File: config.mk
export PLATFORM = sky130hd
export DESIGN_NAME = tsfc_crc8
export DESIGN_NICKNAME = d
export VERILOG_FILES = /design/src/hw/rtl/tsfc_pkg.sv /design/src/hw/rtl/tsfc_crc8.sv
export SDC_FILE = /design/constraint.sdc
export NUM_CORES = 1
export LEC_CHECK = 0
export ABC_AREA = 1
export BUFFER_PORTS_ARGS = -buffer_cell sky130_fd_sc_hd__buf_2
export CORE_AREA = 10 10 47 49
export DETAILED_ROUTE_END_ITERATION = 7
export DIE_AREA = 0 0 57 59
export GPL_TIMING_DRIVEN = 0
export PLACE_DENSITY = 0.66
export SLEW_MARGIN = 20
export SYNTH_ARGS = -nofsm -noshare
export SYNTH_HDL_FRONTEND = slang
export SYNTH_SLANG_ARGS = --single-unit
File: constraint.sdc
create_clock -name vclk -period 2.2
set_input_delay 0.33 -clock vclk [all_inputs]
set_output_delay 0.33 -clock vclk [all_outputs]
set_load 0.02 [all_outputs]
File: src/hw/rtl/tsfc_pkg.sv
package tsfc_pkg;

  // Reflected Maxim CRC-8 polynomial.
  localparam logic [7:0] CRC_POLY = 8'h8C;

  // High byte bits that mark a negative reading.
  localparam logic [7:0] SIGN_MASK = 8'hF8;

  // Raw reading of +85 degrees, the sensor's power-on default.
  localparam logic [15:0] POWER_ON_RAW = 16'h0550;

  // Frame position counter.
  localparam int unsigned COUNT_W = 4;
  localparam logic [COUNT_W-1:0] FIRST_AFTER_START = 4'd1;
  localparam logic [COUNT_W-1:0] FRAME_LAST = 4'd8;
  localparam logic [COUNT_W-1:0] IDLE_COUNT = 4'd9;

  // Result field width.
  localparam int unsigned TEMP_W = 18;

  // CRC check outcome.
  typedef enum logic {
    STATUS_CRC_GOOD = 1'b0,
    STATUS_CRC_BAD  = 1'b1
  } status_t;

endpackage

File: src/hw/rtl/tsfc_crc8.sv
module tsfc_crc8 (
  input  logic [7:0] crc_in,
  input  logic [7:0] data_in,
  output logic [7:0] crc_out
);
  import tsfc_pkg::*;

  // One byte of the reflected CRC, least significant bit first.
  always_comb begin
    logic [7:0] crc;
    logic [7:0] data;
    logic       fb;
    crc  = crc_in;
    data = data_in;
    for (int i = 0; i < 8; i++) begin
      fb   = crc[0] ^ data[0];
      crc  = crc >> 1;
      if (fb) begin
        crc = crc ^ CRC_POLY;
      end
      data = data >> 1;
    end
    crc_out = crc;
  end

endmodule

==> summary.txt <==
Number of gates resized after CTS -> 0
Vias -> 438
Vias in the first global route -> 448
Antenna fix cells -> 0
Setup WS pre-CTS -> 0.421 ns
Share of the synthesized area in the top cell type -> 0.280
Status -> finished, final reports clean
Crit path kind -> primary input to output port
Nets -> 110
Die Wd -> 57 µm
Initial antenna violation count -> 0
P per Cell Area -> 438 nW/µm²
Hold Fails Final Rpt -> 0
# IOs -> 24
WHS Path Cells -> 4
DR iter-0 viols -> 1
Fmax -> 568 MHz
Final setup TNS -> 0 ns
Seq/Total Area, Yosys -> 0
Std-Cell Rows -> 14
Max Cap Violations -> 0
Vias per cell -> 4.06
Core Region -> 1400 µm²
Startpoint types -> primary input
DRC Markers -> 0
Synthesis-to-finish area growth -> 37.3%
Initial core utilization -> 0.268
End of the critical path -> crc_out[2]
Peak supply drop -> 0.127 mV
Hold Crit Class -> primary input to output port
Relative slew slack -> 0.725
DRT Wirelength -> 897 µm
Largest net degree at the start of global routing -> 5
Arrival @ worst endpoint -> 1.43 ns
Metal3 WL -> 68 µm
Largest cells by area after synthesis -> nand2_1 28%, xnor2_1 14%, xor2_1 12%, inv_1 11%, nand2_2 10%
Wl on met1 -> 375 µm
CP startpoint -> crc_in[4]
Max layer used -> met3
Post-route clock period utilization -> 0.800
Sequential cell count -> 0
Power, Total -> 226 µW
CP Capture Type -> output port
Synth warn -> 0
Hold Buf Count CTS -> 0
# port buffers -> 24
Detailed Routing Iterations Pass 1 -> 2
Drt wl/cell -> 8.31 µm
Setup ws final -> 0.441 ns
RSZ-0062 raised after global routing -> no
Biggest area consumer among synthesized cells -> nand2_1
Final setup violation count -> 0
Global-route wire length before repair -> 1.66 mm
Clk_buf instances -> 0
Reg area -> 0 µm²
Synth unique cells -> 13
Final Slew Violations -> 0
Post-route ant nets -> 0
Fin crit period -> 1.76 ns
Gr usage total -> 0.0528
Mapped Avg Cell Area -> 5.52 µm²
Grt total ovfl -> 0
Routability Congestion -> 0.575
Routed wl met2 -> 454 µm
Post-CTS setup buffer count -> 0
Die Ht -> 59 µm
Post-Synthesis Cells -> 68
Req. time, crit path -> 1.87 ns
Lkg Pwr -> 0.000338 µW
Mapped Area -> 375 µm²
Highest fanout seen on the critical path -> 3
Slew @ Worst Pin -> 0.410 ns
Share of cells above drive strength 1 -> 0.435
Final Core Density -> 0.368
DIE AREA -> 3360 µm²
Syn Nets -> 84
layer usage:
| layer | up-vias | global-route usage |
|---|---|---|
| met5 | - | 0 |
| met4 | 0 | 0 |
| met3 | 0 | 0.0107 |
| met2 | 15 | 0.110 |
| met1 | 184 | 0.0549 |
| li1 | 239 | - |
critical path, cell delays in order:
cell     delay, ns
buf_2         0.11
nand2_1       0.09
inv_2         0.04
nor2_2        0.11
nand2_1       0.08
nand2_2       0.10
nand2_2       0.08
nand2_1       0.10
nand2_2       0.06
nand2_2       0.06
nand2_1       0.04
nand2_1       0.06
buf_2         0.15
cell families after synthesis:
| kind of cell | after synthesis | share of synthesized area |
|---|---|---|
| xor gates and xnor gates | 12 | 0.300 |
| buffers and inverters | 15 | 0.150 |
| and+or+nand+nor | 41 | 0.550 |
stage by stage:
step                hold slack, ns  std cells  cell area [µm²]
detailed placement            1.10        108              515
global placement              1.10        108              515
CTS                           1.11        108              515
floorplan                    0.913         68              375
finish                        1.10        108              515
global route                  1.14        108              515
Yosys cell counts:
cell type  instances
inv_1             11
xnor2_2            1
inv_2              4
nor2_1             1
nand3_4            1
nand2_2            6
nand2_4            2
nand3_1            1
nand2_1           28
or2_4              1
nor2_2             1
xnor2_1            6
xor2_1             5
how the worst min path moves through the flow:
stage | slack (ns) | start | end
after floorplan | 0.91 | crc_in[0] | crc_out[4]
after global routing | 1.14 | crc_in[0] | crc_out[4]
after detailed placement | 1.10 | crc_in[0] | crc_out[4]
after global placement | 1.10 | crc_in[0] | crc_out[4]
after CTS | 1.11 | crc_in[0] | crc_out[4]
final | 1.10 | crc_in[0] | crc_out[4]
layout make-up:
type | count | area (µm²)
fill | 171 | 886
multi-input combinational | 53 | 319
timing repair buffer | 24 | 120
inverter | 15 | 56.3
tap | 16 | 20.0
layout by cell type (no fill, tap or decap):
cell     count
buf_2       24
or2_4        1
xnor2_2      1
nand3_4      1
xnor2_1      6
xor2_1       5
nand2_1     28
nor2_1       1
nand2_4      2
nand2_2      6
inv_1       11
nor2_2       1
inv_2        4
nand3_1      1
report_power, final:
| part | internal, µW | total (µW) | switching [µW] |
|---|---|---|---|
| Sequential | 0 | 0 | 0 |
| Clock | 0 | 0 | 0 |
| Combinational | 86.2 | 226 | 139 |
No activity file was read; power rests on OpenSTA's default activity.
